$ cat src/hw/rtl/tcfpd_pkg.sv
`timescale 1ns / 1ps
// ----------------------------------------------------------------------------
// tcfpd_pkg
// shared types, constants and the arctangent table of the tilt filter
// ----------------------------------------------------------------------------
package tcfpd_pkg;

	localparam int CORDIC_STEPS     = 16;
	localparam int SAMPLE_PERIOD_MS = 10;
	localparam int SQRT_STEPS       = 16;
	localparam int STEP_W           = 5;

	typedef enum logic [2:0] {
		REG_GYRO_OFFSET  = 3'd0,
		REG_BLEND_WEIGHT = 3'd1,
		REG_GAIN_P       = 3'd2,
		REG_GAIN_D       = 3'd3,
		REG_ANGLE_TARGET = 3'd4
	} reg_idx_t;

	typedef enum logic [3:0] {
		OP_NONE,
		OP_LOAD,
		OP_SQRT,
		OP_CINIT,
		OP_CORD,
		OP_TILT,
		OP_MUL1,
		OP_MUL2,
		OP_DIV,
		OP_REC,
		OP_ANG,
		OP_PD1,
		OP_PD2,
		OP_OUT
	} op_t;

	typedef struct packed {
		op_t               op;
		logic [STEP_W-1:0] step;
	} cmd_t;

	typedef struct packed {
		logic signed [15:0] gyro_offset;
		logic        [15:0] blend_weight;
		logic        [15:0] gain_p;
		logic signed [15:0] gain_d;
		logic signed [15:0] angle_target;
	} cfg_t;

	// arctangent of 2^-i in 1/65536 degree
	function automatic logic [21:0] atan_lut(input logic [STEP_W-1:0] i);
		logic [21:0] v;
		unique case (i)
			5'd0:  v = 22'd2949120;
			5'd1:  v = 22'd1740967;
			5'd2:  v = 22'd919879;
			5'd3:  v = 22'd466945;
			5'd4:  v = 22'd234379;
			5'd5:  v = 22'd117304;
			5'd6:  v = 22'd58666;
			5'd7:  v = 22'd29335;
			5'd8:  v = 22'd14668;
			5'd9:  v = 22'd7334;
			5'd10: v = 22'd3667;
			5'd11: v = 22'd1833;
			5'd12: v = 22'd917;
			5'd13: v = 22'd458;
			5'd14: v = 22'd229;
			5'd15: v = 22'd115;
			5'd16: v = 22'd57;
			5'd17: v = 22'd29;
			5'd18: v = 22'd14;
			5'd19: v = 22'd7;
			5'd20: v = 22'd4;
			5'd21: v = 22'd2;
			5'd22: v = 22'd1;
			default: v = 22'd0;
		endcase
		return v;
	endfunction

endpackage

$ cat src/hw/rtl/tcfpd_regs.sv
`timescale 1ns / 1ps
// ----------------------------------------------------------------------------
// tcfpd_regs
// configuration registers with their reset values
// ----------------------------------------------------------------------------
module tcfpd_regs (
	input  logic                 clk,
	input  logic                 arst_n,
	input  logic                 cfg_we,
	input  logic [2:0]           cfg_addr,
	input  logic [15:0]          cfg_wdata,
	output tcfpd_pkg::cfg_t      cfg
);

	tcfpd_pkg::cfg_t cfg_q;

	always_ff @(posedge clk or negedge arst_n) begin
		if (!arst_n) begin
			cfg_q.gyro_offset  <= 16'sd240;
			cfg_q.blend_weight <= 16'd64225;
			cfg_q.gain_p       <= 16'd12800;
			cfg_q.gain_d       <= 16'sd0;
			cfg_q.angle_target <= 16'sd2048;
		end else if (cfg_we) begin
			unique case (cfg_addr)
				tcfpd_pkg::REG_GYRO_OFFSET:  cfg_q.gyro_offset  <= cfg_wdata;
				tcfpd_pkg::REG_BLEND_WEIGHT: cfg_q.blend_weight <= cfg_wdata;
				tcfpd_pkg::REG_GAIN_P:       cfg_q.gain_p       <= cfg_wdata;
				tcfpd_pkg::REG_GAIN_D:       cfg_q.gain_d       <= cfg_wdata;
				tcfpd_pkg::REG_ANGLE_TARGET: cfg_q.angle_target <= cfg_wdata;
				default: ;
			endcase
		end
	end

	assign cfg = cfg_q;

endmodule

$ cat config.mk
export PLATFORM = sky130hd
export DESIGN_NAME = tcfpd_regs
export DESIGN_NICKNAME = d
export VERILOG_FILES = /design/src/hw/rtl/tcfpd_pkg.sv /design/src/hw/rtl/tcfpd_regs.sv
export SDC_FILE = /design/constraint.sdc
export NUM_CORES = 1
export LEC_CHECK = 0
export BUFFER_PORTS_ARGS = -buffer_cell sky130_fd_sc_hd__buf_4
export CORE_UTILIZATION = 54
export DETAILED_ROUTE_END_ITERATION = 6
export GPL_ROUTABILITY_DRIVEN = 0
export PLACE_DENSITY = 0.95
export SLEW_MARGIN = 40
export SYNTH_ARGS = -nofsm -noshare
export SYNTH_HDL_FRONTEND = slang
export SYNTH_SLANG_ARGS = --single-unit
$ cat constraint.sdc
create_clock -name clk -period 2.83 [get_ports clk]
set_clock_uncertainty 0.2 [all_clocks]
set_input_delay 0.4245 -clock clk [delete_from_list [all_inputs] [get_ports clk]]
set_output_delay 0.4245 -clock clk [all_outputs]
set_load 0.005 [all_outputs]
## Word-level counts from Yosys, hierarchy flattened

Index checks and enable logic that the tools add are counted.

- Word-level logic and storage cells: 15
- Output and inout bits: 80
- Flip-flop bits (word level): 80
- Input port bits: 22

- Reductions and logical operators: 6
- Equal/unequal tests: 4

Operator list:

| cell | count |
|---|---|
| 2-bit AND reduction | 5 |
| 3-bit by 2-bit equality test with 1-bit output (second input constant) | 2 |
| 3-bit by 1-bit equality test with 1-bit output (second input constant) | 1 |
| 3-bit equality test (second input constant) | 1 |
| 3-bit zero test | 1 |

## Longest topological paths before layout

- Depth after elaboration: 2
- Gate-level depth with buffers: 4
- Depth with buffers taken out: 2

## Least setup slack after synthesis

OpenSTA, ideal clock, no wires.

- Path type: input to register
- Start: in cfg_addr[0]
- End: reg cfg_q, in the netlist cfg[64]
- Cell stages on the path: 3
- Data required time: 2.505 ns
- Path slack: 1.121 ns
- Library setup time: 0.125 ns
- Data arrival time: 1.384 ns
- Cells stage by stage: nor4b_4 buf_6 mux2_2

- Cells in the longest elaborated chain, start to end: 2

Ends and longest elaborated chain:

| item | line | text |
|---|---|---|
| start: declaration | tcfpd_regs.sv:10 | `input logic [2:0] cfg_addr,` |
| 3-bit zero test | tcfpd_regs.sv:25 | `unique case (cfg_addr)` |
| 2-bit AND reduction (no source line) | - |  |
| end: declaration | tcfpd_regs.sv:15 | `tcfpd_pkg::cfg_t cfg_q;` |

No other way between the ends.
A chain may end at the register's enable or synchronous reset.

## Worst setup path after layout

- Start: in cfg_addr[2]
- End: reg cfg_q, in the netlist cfg[17]

- Cells in the longest elaborated chain, start to end: 2

Ends and longest elaborated chain:

| item | line |
|---|---|
| 3-bit by 2-bit equality test with 1-bit output | tcfpd_regs.sv:25 |
| 2-bit AND reduction (no source line) | - |

No other way between the ends.

==> flow_metrics.tcl <==
set metrics [dict create \
    critical_path_source_type "primary input" \
    grt_busiest_layer "met2" \
    post-cts-setup-buffers 0 \
    final_area_sq_um 4073 \
    worst_ep_required_time_ns 2.84 \
    cts_root_buf "sky130_fd_sc_hd__clkbuf_8" \
    cts-root-to-sink-buffers 2 \
    grt_max_degree 81 \
    synth.net_count 195 \
    dpl-instance-area_sq_um 3896 \
    drc_errors 0 \
    synth.cell_area_sq_um 3073 \
    gr-usage-met1 0.2836 \
    setup_slack_ns 1.152 \
    antenna_violating_nets_post_route 0 \
    cts_tree "done" \
    pwr_per_cell_area_nw_per_um2 747.4 \
    firstDrtPassIters 6 \
    layout-area-overhead-vs-synth_pct 32.53 \
    finalSetupViolCount 0 \
    row_count 27 \
    netlist.area_leader.share 0.5049 \
    overall_die_area_sq_um 5996 \
    vias 1896 \
    overflow 0 \
    power.leakage_nw 1.888 \
    synth_area_per_cell_sq_um 17.76 \
    flip_flop_count_of_the_largest_register_all_copies_and_words_added 80 \
    post-synth-top-area-cell "sky130_fd_sc_hd__dfrtp_1" \
    worst-endpoint-arrival_ns 1.69 \
    initial_utilization 0.5581 \
    global_route.usage.total 0.2286 \
    critical_path.max_fanout 16 \
    dpl_worst_slack_ns 0.7886 \
    drv_slew 0 \
    layout-drive-gt1-share 0.7700 \
    die_height_microns 77.44 \
    totalWireLength_mm 6.285 \
    setup.worst_path.end_class "register" \
    hold_viol 0 \
    ctsHtreeMaxLevel 3 \
    clock-sinks 80 \
    fin_setup_tns_ns 0 \
    worst_skew_pair.late_latency_ns 0.33 \
    core_area_sq_um 5507 \
    status "complete, no violations" \
    synthesized_instance_count 173 \
    die_width_microns 77.44 \
    antenna-diode-count 0 \
    synth-warning-count 0 \
    worstSetupPathType "primary input to register" \
    most-common-layout-cells "sky130_fd_sc_hd__buf_4 (104), sky130_fd_sc_hd__mux2_2 (80), sky130_fd_sc_hd__dfrtp_1 (62)" \
    postSynthRegisterBits 80 \
    setup_repair_after_global_routing_missed_its_margin "no" \
    post-route-period-util 0.5930 \
    design.final.nets 304 \
    maxSlewHeadroom 0.5341 \
    final_period_minus_worst_setup_slack_ns 1.678 \
    achievable-frequency_ghz 0.5959 \
    detailedRoute.firstIterationViolations 69 \
    tritoncts.num_buffers 9 \
    ioPinCount 102 \
    actual_transition_at_the_worst_max_transition_pin_ns 0.6988 \
    max-cap-violations 0 \
    layout.cells.most_common "sky130_fd_sc_hd__buf_4" \
    report.power.total_w 0.003044 \
    buffer_ports.inserted 101 \
    grt_pass1_vias 1960 \
    post_synth_main_area_contributors "sky130_fd_sc_hd__dfrtp_1 (50%), sky130_fd_sc_hd__mux2_2 (29%), sky130_fd_sc_hd__dfstp_2 (15%)" \
    grt_use_met3 0.04118 \
    netlist-cell-type-count 10 \
    detailedPlacementHpwl_mm 4.309 \
    route.detailed.vias_per_inst 5.281 \
    clk_pin_slew_ns 0.07 \
    wl_per_cell_microns 17.51 \
    first_pass_grt_wire_length_mm 10.18 \
    global_route.usage.met2 0.3823 \
    synth_sequential_area_ratio 0.6588 \
    holdCritPathClass "primary input to register" \
    ir_drop_mv 0.5849 \
    antenna_found_initial 0 \
]
[layer usage]
| layer | up-vias | share of wire |
|---|---|---|
| li1 | 839 | - |
| met1 | 986 | 0.43 |
| met2 | 60 | 0.51 |
| met3 | 11 | 0.040 |
| met4 | 0 | 0.020 |
| met5 | - | 0 |
[cell type report]
| type | instances | area (sq um) |
|---|---|---|
| Multi-Input combinational cell | 85 | 989.7 |
| Timing Repair Buffer | 106 | 802.0 |
| Clock buffer | 13 | 148.9 |
| Sequential cell | 80 | 2024 |
| Tap cell | 72 | 90.09 |
| Clock inverter | 3 | 17.52 |
| Fill cell | 378 | 1434 |
[worst paths after layout]
check	start	endpoint	slack, ns	cells past startpoint
worst max register to register	cfg[33]	cfg[33]	1.85	1
min in group asynchronous	arst_n	cfg[64]	0.48	2
worst min register to register	cfg[29]	cfg[29]	0.31	1
max in group asynchronous	arst_n	cfg[23]	1.47	2
worst min-delay path	cfg_wdata[1]	cfg[65]	0.15	2
worst max-delay path	cfg_addr[2]	cfg[17]	1.15	3
[stage by stage]
step	utilization	cells	hold WS (ns)
final	0.7396	359	0.1544
after global routing	0.7396	359	0.1485
after CTS	0.7396	359	0.1410
after detailed placement	0.7076	342	0.2957
after global placement	0.7069	342	0.2897
after floorplan	-	173	-0.07109
[critical path: stages]
cell,delay (ns)
sky130_fd_sc_hd__buf_4,0.13
sky130_fd_sc_hd__nand4b_2,0.63
sky130_fd_sc_hd__mux2_2,0.50
[cell usage after synthesis (all sizes together)]
cell	count
nor4bb	1
nor4b	1
dfrtp	62
buf	8
and4bb	2
mux2	80
nand4b	1
dfstp	18
[where the power goes]
group          internal [W]  switching, W
clock network      0.000341      0.000370
logic              0.000508      0.000247
registers           0.00144      0.000142
[logic make-up (layout without fill, tap and decap cells)]
group	count (synthesis)	after routing	share of synthesized area
buffers and inverters	8	122	0.02402
flip-flops	80	80	0.6588
multiplexers	80	80	0.2932
AND/OR/NAND/NOR	5	5	0.02402
[repair_timing]
item | 4_1_cts | 5_1_grt
hold buffers | 1 | 0
hold endpoints to repair | 62 | 0
gates resized for setup | 0 | 0
setup endpoints to repair | 0 | 0
Power figures use the tool's default switching activity.
