### src/hw/rtl/tcfpd_pkg.sv
`timescale 1ns / 1ps
// ----------------------------------------------------------------------------
// tcfpd_pkg
// shared types, constants and the arctangent table of the tilt filter
// ----------------------------------------------------------------------------
package tcfpd_pkg;

	localparam int CORDIC_STEPS     = 16;
	localparam int SAMPLE_PERIOD_MS = 10;
	localparam int SQRT_STEPS       = 16;
	localparam int STEP_W           = 5;

	typedef enum logic [2:0] {
		REG_GYRO_OFFSET  = 3'd0,
		REG_BLEND_WEIGHT = 3'd1,
		REG_GAIN_P       = 3'd2,
		REG_GAIN_D       = 3'd3,
		REG_ANGLE_TARGET = 3'd4
	} reg_idx_t;

	typedef enum logic [3:0] {
		OP_NONE,
		OP_LOAD,
		OP_SQRT,
		OP_CINIT,
		OP_CORD,
		OP_TILT,
		OP_MUL1,
		OP_MUL2,
		OP_DIV,
		OP_REC,
		OP_ANG,
		OP_PD1,
		OP_PD2,
		OP_OUT
	} op_t;

	typedef struct packed {
		op_t               op;
		logic [STEP_W-1:0] step;
	} cmd_t;

	typedef struct packed {
		logic signed [15:0] gyro_offset;
		logic        [15:0] blend_weight;
		logic        [15:0] gain_p;
		logic signed [15:0] gain_d;
		logic signed [15:0] angle_target;
	} cfg_t;

	// arctangent of 2^-i in 1/65536 degree
	function automatic logic [21:0] atan_lut(input logic [STEP_W-1:0] i);
		logic [21:0] v;
		unique case (i)
			5'd0:  v = 22'd2949120;
			5'd1:  v = 22'd1740967;
			5'd2:  v = 22'd919879;
			5'd3:  v = 22'd466945;
			5'd4:  v = 22'd234379;
			5'd5:  v = 22'd117304;
			5'd6:  v = 22'd58666;
			5'd7:  v = 22'd29335;
			5'd8:  v = 22'd14668;
			5'd9:  v = 22'd7334;
			5'd10: v = 22'd3667;
			5'd11: v = 22'd1833;
			5'd12: v = 22'd917;
			5'd13: v = 22'd458;
			5'd14: v = 22'd229;
			5'd15: v = 22'd115;
			5'd16: v = 22'd57;
			5'd17: v = 22'd29;
			5'd18: v = 22'd14;
			5'd19: v = 22'd7;
			5'd20: v = 22'd4;
			5'd21: v = 22'd2;
			5'd22: v = 22'd1;
			default: v = 22'd0;
		endcase
		return v;
	endfunction

endpackage

### src/hw/rtl/tcfpd_ctrl.sv
`timescale 1ns / 1ps
// ----------------------------------------------------------------------------
// tcfpd_ctrl
// sequencer for one sample and the output beat handshake
// ----------------------------------------------------------------------------
module tcfpd_ctrl (
	input  logic                 clk,
	input  logic                 arst_n,
	input  logic                 s_tvalid,
	output logic                 s_tready,
	output logic                 m_tvalid,
	input  logic                 m_tready,
	output tcfpd_pkg::cmd_t      cmd
);

	typedef enum logic [3:0] {
		ST_IDLE, ST_SQRT, ST_CINIT, ST_CORD, ST_TILT, ST_MUL1, ST_MUL2,
		ST_DIV, ST_REC, ST_ANG, ST_PD1, ST_PD2, ST_OUT
	} state_t;

	localparam logic [tcfpd_pkg::STEP_W-1:0] SQRT_LAST =
		tcfpd_pkg::STEP_W'(tcfpd_pkg::SQRT_STEPS - 1);
	localparam logic [tcfpd_pkg::STEP_W-1:0] CORD_LAST =
		tcfpd_pkg::STEP_W'(tcfpd_pkg::CORDIC_STEPS - 1);

	state_t                      state_q;
	logic [tcfpd_pkg::STEP_W-1:0] cnt_q;
	logic                        mvalid_q;
	logic                        out_free;

	assign out_free = !mvalid_q || m_tready;
	assign s_tready = (state_q == ST_IDLE);
	assign m_tvalid = mvalid_q;

	always_comb begin
		cmd.step = cnt_q;
		unique case (state_q)
			ST_IDLE:  cmd.op = s_tvalid ? tcfpd_pkg::OP_LOAD : tcfpd_pkg::OP_NONE;
			ST_SQRT:  cmd.op = tcfpd_pkg::OP_SQRT;
			ST_CINIT: cmd.op = tcfpd_pkg::OP_CINIT;
			ST_CORD:  cmd.op = tcfpd_pkg::OP_CORD;
			ST_TILT:  cmd.op = tcfpd_pkg::OP_TILT;
			ST_MUL1:  cmd.op = tcfpd_pkg::OP_MUL1;
			ST_MUL2:  cmd.op = tcfpd_pkg::OP_MUL2;
			ST_DIV:   cmd.op = tcfpd_pkg::OP_DIV;
			ST_REC:   cmd.op = tcfpd_pkg::OP_REC;
			ST_ANG:   cmd.op = tcfpd_pkg::OP_ANG;
			ST_PD1:   cmd.op = tcfpd_pkg::OP_PD1;
			ST_PD2:   cmd.op = tcfpd_pkg::OP_PD2;
			ST_OUT:   cmd.op = out_free ? tcfpd_pkg::OP_OUT : tcfpd_pkg::OP_NONE;
			default:  cmd.op = tcfpd_pkg::OP_NONE;
		endcase
	end

	always_ff @(posedge clk or negedge arst_n) begin
		if (!arst_n) begin
			state_q  <= ST_IDLE;
			cnt_q    <= '0;
			mvalid_q <= 1'b0;
		end else begin
			mvalid_q <= (state_q == ST_OUT && out_free) || (mvalid_q && !m_tready);
			unique case (state_q)
				ST_IDLE: begin
					cnt_q <= '0;
					if (s_tvalid)
						state_q <= ST_SQRT;
				end
				ST_SQRT: begin
					if (cnt_q == SQRT_LAST) begin
						cnt_q   <= '0;
						state_q <= ST_CINIT;
					end else begin
						cnt_q <= cnt_q + 1'b1;
					end
				end
				ST_CINIT: state_q <= ST_CORD;
				ST_CORD: begin
					if (cnt_q == CORD_LAST) begin
						cnt_q   <= '0;
						state_q <= ST_TILT;
					end else begin
						cnt_q <= cnt_q + 1'b1;
					end
				end
				ST_TILT: state_q <= ST_MUL1;
				ST_MUL1: state_q <= ST_MUL2;
				ST_MUL2: state_q <= ST_DIV;
				ST_DIV:  state_q <= ST_REC;
				ST_REC:  state_q <= ST_ANG;
				ST_ANG:  state_q <= ST_PD1;
				ST_PD1:  state_q <= ST_PD2;
				ST_PD2:  state_q <= ST_OUT;
				ST_OUT: begin
					if (out_free)
						state_q <= ST_IDLE;
				end
				default: state_q <= ST_IDLE;
			endcase
		end
	end

`ifndef NO_ASSERTIONS
	a_accept_starts_sqrt: assert property (@(posedge clk) disable iff (!arst_n)
		(s_tvalid && s_tready) |=> (state_q == ST_SQRT && cnt_q == '0))
		else $error("accepted beat did not start the square root");
	a_step_bound: assert property (@(posedge clk) disable iff (!arst_n)
		(state_q == ST_SQRT) |-> (cnt_q <= SQRT_LAST))
		else $error("square root step out of range");
	a_out_stall: assert property (@(posedge clk) disable iff (!arst_n)
		(state_q == ST_OUT && mvalid_q && !m_tready) |=> (state_q == ST_OUT))
		else $error("result overwrote a beat still waiting");
`endif

endmodule

### config.mk
export PLATFORM = sky130hd
export DESIGN_NAME = tcfpd_ctrl
export DESIGN_NICKNAME = d
export VERILOG_FILES = /design/src/hw/rtl/tcfpd_pkg.sv /design/src/hw/rtl/tcfpd_ctrl.sv
export SDC_FILE = /design/constraint.sdc
export NUM_CORES = 1
export LEC_CHECK = 0
export CELL_PAD_IN_SITES_DETAIL_PLACEMENT = 2
export CELL_PAD_IN_SITES_GLOBAL_PLACEMENT = 2
export CORE_ASPECT_RATIO = 1.25
export CORE_UTILIZATION = 34
export CTS_CLUSTER_DIAMETER = 80
export DETAILED_ROUTE_END_ITERATION = 8
export DONT_BUFFER_PORTS = 1
export PLACE_DENSITY = 0.76
export SLEW_MARGIN = 40
export SYNTH_ARGS = -nofsm -noshare
export SYNTH_HDL_FRONTEND = slang
export SYNTH_SLANG_ARGS = --single-unit
### constraint.sdc
create_clock -name clk -period 1.7 [get_ports clk]
set_clock_uncertainty 0.15 [all_clocks]
set_input_delay 0 -clock clk [delete_from_list [all_inputs] [get_ports clk]]
set_output_delay 0 -clock clk [all_outputs]
set_load 0.02 [all_outputs]
* Word level (Yosys, flattened, before mapping) *
Cells that the tools add are included.

cells by class
  multiplexer cells = 10
  eq/ne operators = 17
  reduce and logical (&&, ||, !) cells = 10
  add/subtract/negate cells = 1

operator list
  operator                                              number
  case mux 4 bit (13 select lines)                      2
  equality test 4 bit (second input constant)           5
  two-way mux 4 bit                                     5
  equality test 4 x 3 -> 1 bit (second input constant)  4
  case mux 5 bit (2 select lines)                       1
  equality test 4 x 2 -> 1 bit (second input constant)  2
  inequality test 2 bit (second input constant)         4
  adder 5 x 1 -> 5 bit (second input constant)          1
  equality test 5 x 4 -> 1 bit (second input constant)  1
  two-way mux 5 bit                                     1
  equality test 4 x 1 -> 1 bit (second input constant)  1
  logical NOT 4 bit                                     1
  AND reduction 4 bit                                   1
  logical AND 1 bit                                     2
  logical NOT 1 bit                                     2
  logical OR 1 bit                                      2
  nonzero test 2 bit                                    1
  OR reduction 2 bit                                    1
  two-way mux 1 bit                                     1

word-level totals
  logic and storage cells = 41
  input bits = 4
  register bits after elaboration = 10
  output and inout port bits = 11

* Longest topological paths before layout *
  word-level depth = 4
  depth in mapped cells = 4
  mapped depth without buffers = 4

* Worst setup path after synthesis *
Ideal clock, no wire load.

  path kind = reg-to-reg
  start point = reg cnt_q[0] in the netlist's numbering
  end point = reg state_q[1]
  library setup time = 0.131 ns
  clock period less this slack = 1.500 ns
  cell stages (with the launch flop) = 5
  arrival = 1.219 ns
  path buffers = 0
  required time = 1.419 ns
  path slack = 0.200 ns
  cell sequence = dfrtp_1 -> ha_1 -> nand4b_1 -> nor4b_1 -> nor3_1

between the ends
  word-level cells in the longest chain between the ends = 3
  elaborated cells between the ends (all ways) = 4

RTL lines
  what                             RTL line                            RTL
  start, declared                  tcfpd_ctrl.sv:27                    logic [tcfpd_pkg::STEP_W-1:0] cnt_q;
  start signal, assigned           tcfpd_ctrl.sv:73                    cnt_q <= cnt_q + 1'b1;
  start signal, assigned           tcfpd_ctrl.sv:82                    cnt_q <= cnt_q + 1'b1;
  equality test 5 x 4 -> 1 bit *   tcfpd_ctrl.sv:69, tcfpd_ctrl.sv:78
  inequality test 2 bit (no line)  --
  AND reduction 4 bit (no line) *  --
  end signal, assigned             tcfpd_ctrl.sv:71                    state_q <= ST_CINIT;
  end signal, assigned             tcfpd_ctrl.sv:76                    ST_CINIT: state_q <= ST_CORD;
  end signal, assigned             tcfpd_ctrl.sv:80                    state_q <= ST_TILT;
  end, declared                    tcfpd_ctrl.sv:26                    state_t state_q;

Mark *: on every way between the ends. The rest lies on a longest branch, timed or not.
A chain may end at the register's enable or synchronous reset.

* Worst setup path after layout *
Ends and elaborated chain as after synthesis.

==> results.json <==
{
  "fin_util": 0.455,
  "ys_seq_area_frac": 0.397,
  "grt_use_total": 0.230,
  "setup_viol": 0,
  "layout-drive-gt1-share": 0.244,
  "first_iter_violations": 7,
  "start_kind": "flop",
  "max_cap_violations": 0,
  "critPathKind": "flop to flop",
  "grt-ovfl-total": 0,
  "post-place-cells": 97,
  "ir_drop_v": 0.000659,
  "ys_ff_latch": 10,
  "dieHeight_um": 50.2,
  "die_area_um2": 2030,
  "cts_tree": "done",
  "post-place-ws_ns": 0.167,
  "hold_viol": 0,
  "gp_congestion": 0.762,
  "min_from": "s_tvalid",
  "placed_area_um2": 713,
  "final_design_area_no_fill_um2": 793,
  "coreArea_um2": 1740,
  "area_delta_synth_final_pct": 25.8,
  "clk_path_buf_depth": 2,
  "io_buffers": 0,
  "multiInputGateArea_um2": 344,
  "rows": 17,
  "holdCritPathClass": "primary input to output pin",
  "clock-sinks": 10,
  "finalNonFillerCells": 105,
  "tns_ns": 0,
  "syn-cell-area_um2": 631,
  "cts_buffers": 3,
  "viasPerCell": 5.69,
  "finalNetCount": 93,
  "regArea_um2": 250,
  "min_period_over_period": 0.963,
  "dr.pass1.iters": 4,
  "r2r-start": "cnt_q[0]",
  "run_status": "finished clean",
  "post_synth_num_cell_types": 30,
  "syn-instance-count": 71,
  "syn_nets": 76,
  "antenna_found_initial": 0,
  "grt_max_degree": 11,
  "holdPathEnd": "cmd[5]",
  "r2r-end": "state_q[1]",
  "syn_area_per_cell_um2": 8.88,
  "antenna_cells": 0,
  "slew_violations": 0,
  "path_clk_slew_ns": 0.06,
  "min_period_ns": 1.64,
  "rr_worst_depth": 4,
  "clk_latency_ns": 0.26,
  "dp_hpwl_mm": 1.50,
  "hold_depth": 3,
  "grt_pass1_vias": 663,
  "setup_ws_ns": 0.0630,
  "tightest_slew_ns": 0.476,
  "r2r_setup_slack_ns": 0.06,
  "die_w_um": 40.5,
  "drc": 0,
  "grt_pass1_wl_mm": 3.07,
  "postRouteAntennaNets": 0,
  "ios": 15,
  "routed_wl_mm": 1.98,
  "num_vias": 597,
  "htreeDepth": 1,
  "fmax_ghz": 0.611,
  "initial_core_util": 0.362,
  "yosys_warnings": 0,
  "wire_per_inst_um": 18.8,
  "slew_headroom": 0.682,
  "root_buffer": "clkbuf_4",
  "power_density_nw_per_um2": 2010,
  "worstPathArrival_ns": 1.65,
  "crit_required_ns": 1.72,
  "critPathMaxFanout": 5,
  "cellLeakagePower_nw": 0.356,
  "fillers": 196,
  "cp-end-kind": "flop"
}
-- critical path, stage by stage, from the launching register on --
cell and delay (ns):
dfrtp_1 0.43, ha_2 0.24, nand4b_1 0.24, nor4b_1 0.24
nor3_1 0.25
-- repair_timing --
item,4_1_cts,5_1_grt
endpoints found under the hold margin,12,0
gates resized for setup,0,4
setup buffers,0,1
hold buffers,4,0
endpoints found under the setup margin,0,5
-- cells in the mapped netlist --
master    number  share of area
or3_1          1         0.0099
mux2_1         1          0.018
inv_1          4          0.024
a32o_1         2          0.032
dfrtp_1       10           0.40
nor4b_1        2          0.028
a41oi_1        1          0.014
a22o_1         1          0.014
ha_1           1          0.020
nand4b_1       1          0.014
nand3_1        3          0.024
buf_6          1          0.018
o21ai_0        5          0.040
nand4_1        1         0.0099
a21boi_0       1          0.012
or2_1          2          0.020
o21bai_1       1          0.012
nor3_1         7          0.056
o211ai_1       1          0.012
mux2i_1        2          0.032
buf_2          4          0.032
xnor2_1        1          0.014
nor2b_1        1         0.0099
a22oi_1        1          0.012
nand2_1        3          0.018
a21oi_1        5          0.040
o211ai_2       1          0.020
o21a_1         1          0.012
nor2_1         5          0.030
nand2b_1       1         0.0099
-- report_power, final --
group          internal (mW)  switching (mW)
registers              0.326           0.125
logic                  0.411           0.576
clock network         0.0816          0.0775
total                  0.818           0.779
-- cell type report --
| class | instances | share of cell area |
|---|---|---|
| Timing Repair Buffer | 17 | 0.174 |
| Multi-Input combinational cell | 52 | 0.434 |
| Clock buffer | 3 | 0.0284 |
| Tap cell | 19 | 0.0300 |
| Inverter | 4 | 0.0189 |
| Sequential cell | 10 | 0.315 |
-- worst max path at each step --
stage                      end  slack, ns  depth (start not counted)       start
finish              state_q[1]       0.06                          4    cnt_q[0]
global route        state_q[1]      -0.07                          4    cnt_q[0]
global placement    state_q[1]       0.23                          4    cnt_q[0]
CTS                     cmd[5]       0.04                          4  state_q[3]
detailed placement  state_q[1]       0.17                          4    cnt_q[0]
floorplan           state_q[1]       0.20                          4    cnt_q[0]
-- registers in the layout, summed over array words and instances, names as in the netlist --
signal,cells
state_q,4
m_tvalid,1
cnt_q,5
-- stage by stage --
step           total power, mW  hold WS (ns)
2_1_floorplan             1.07        -0.446
3_3_place_gp              1.35        -0.445
3_5_place_dp              1.40        -0.445
4_1_cts                   1.58         0.174
5_1_grt                   1.73         0.184
6_report                  1.60         0.165
-- layer usage --
layer  wire length, µm  up-vias  track usage
met5                 0        -            0
met4                17        0        0.117
met3                45        2       0.0531
met2              1090        9        0.386
met1               822      296        0.252
li1                  -      290            -
-- cells by family (layout without fill, tap and decap cells) --
kind of cell,count (synthesis),after routing,share of synthesized area
AOI/OAI and AO/OA,20,20,0.218
xor gates and xnor gates,1,1,0.0139
adders and majority gates,1,1,0.0198
buffers and inverters,9,24,0.0734
DFF,10,10,0.397
muxes,3,3,0.0496
and+or+nand+nor,27,27,0.228
-- cell usage in the layout, fill, tap and decap left out, types with 2 or more instances in the layout --
master,netlist,routed
nor4b_1,2,2
dfrtp_1,10,10
inv_1,4,4
dlygate4sd3_1,0,4
nand3_1,3,3
buf_4,0,13
clkbuf_4,0,3
nor2_1,5,4
nor3_1,7,7
a21oi_1,5,5
a32o_1,2,2
o21ai_0,5,5
mux2i_1,2,2
nand2_1,3,3
(Power assumes the default switching activity.)
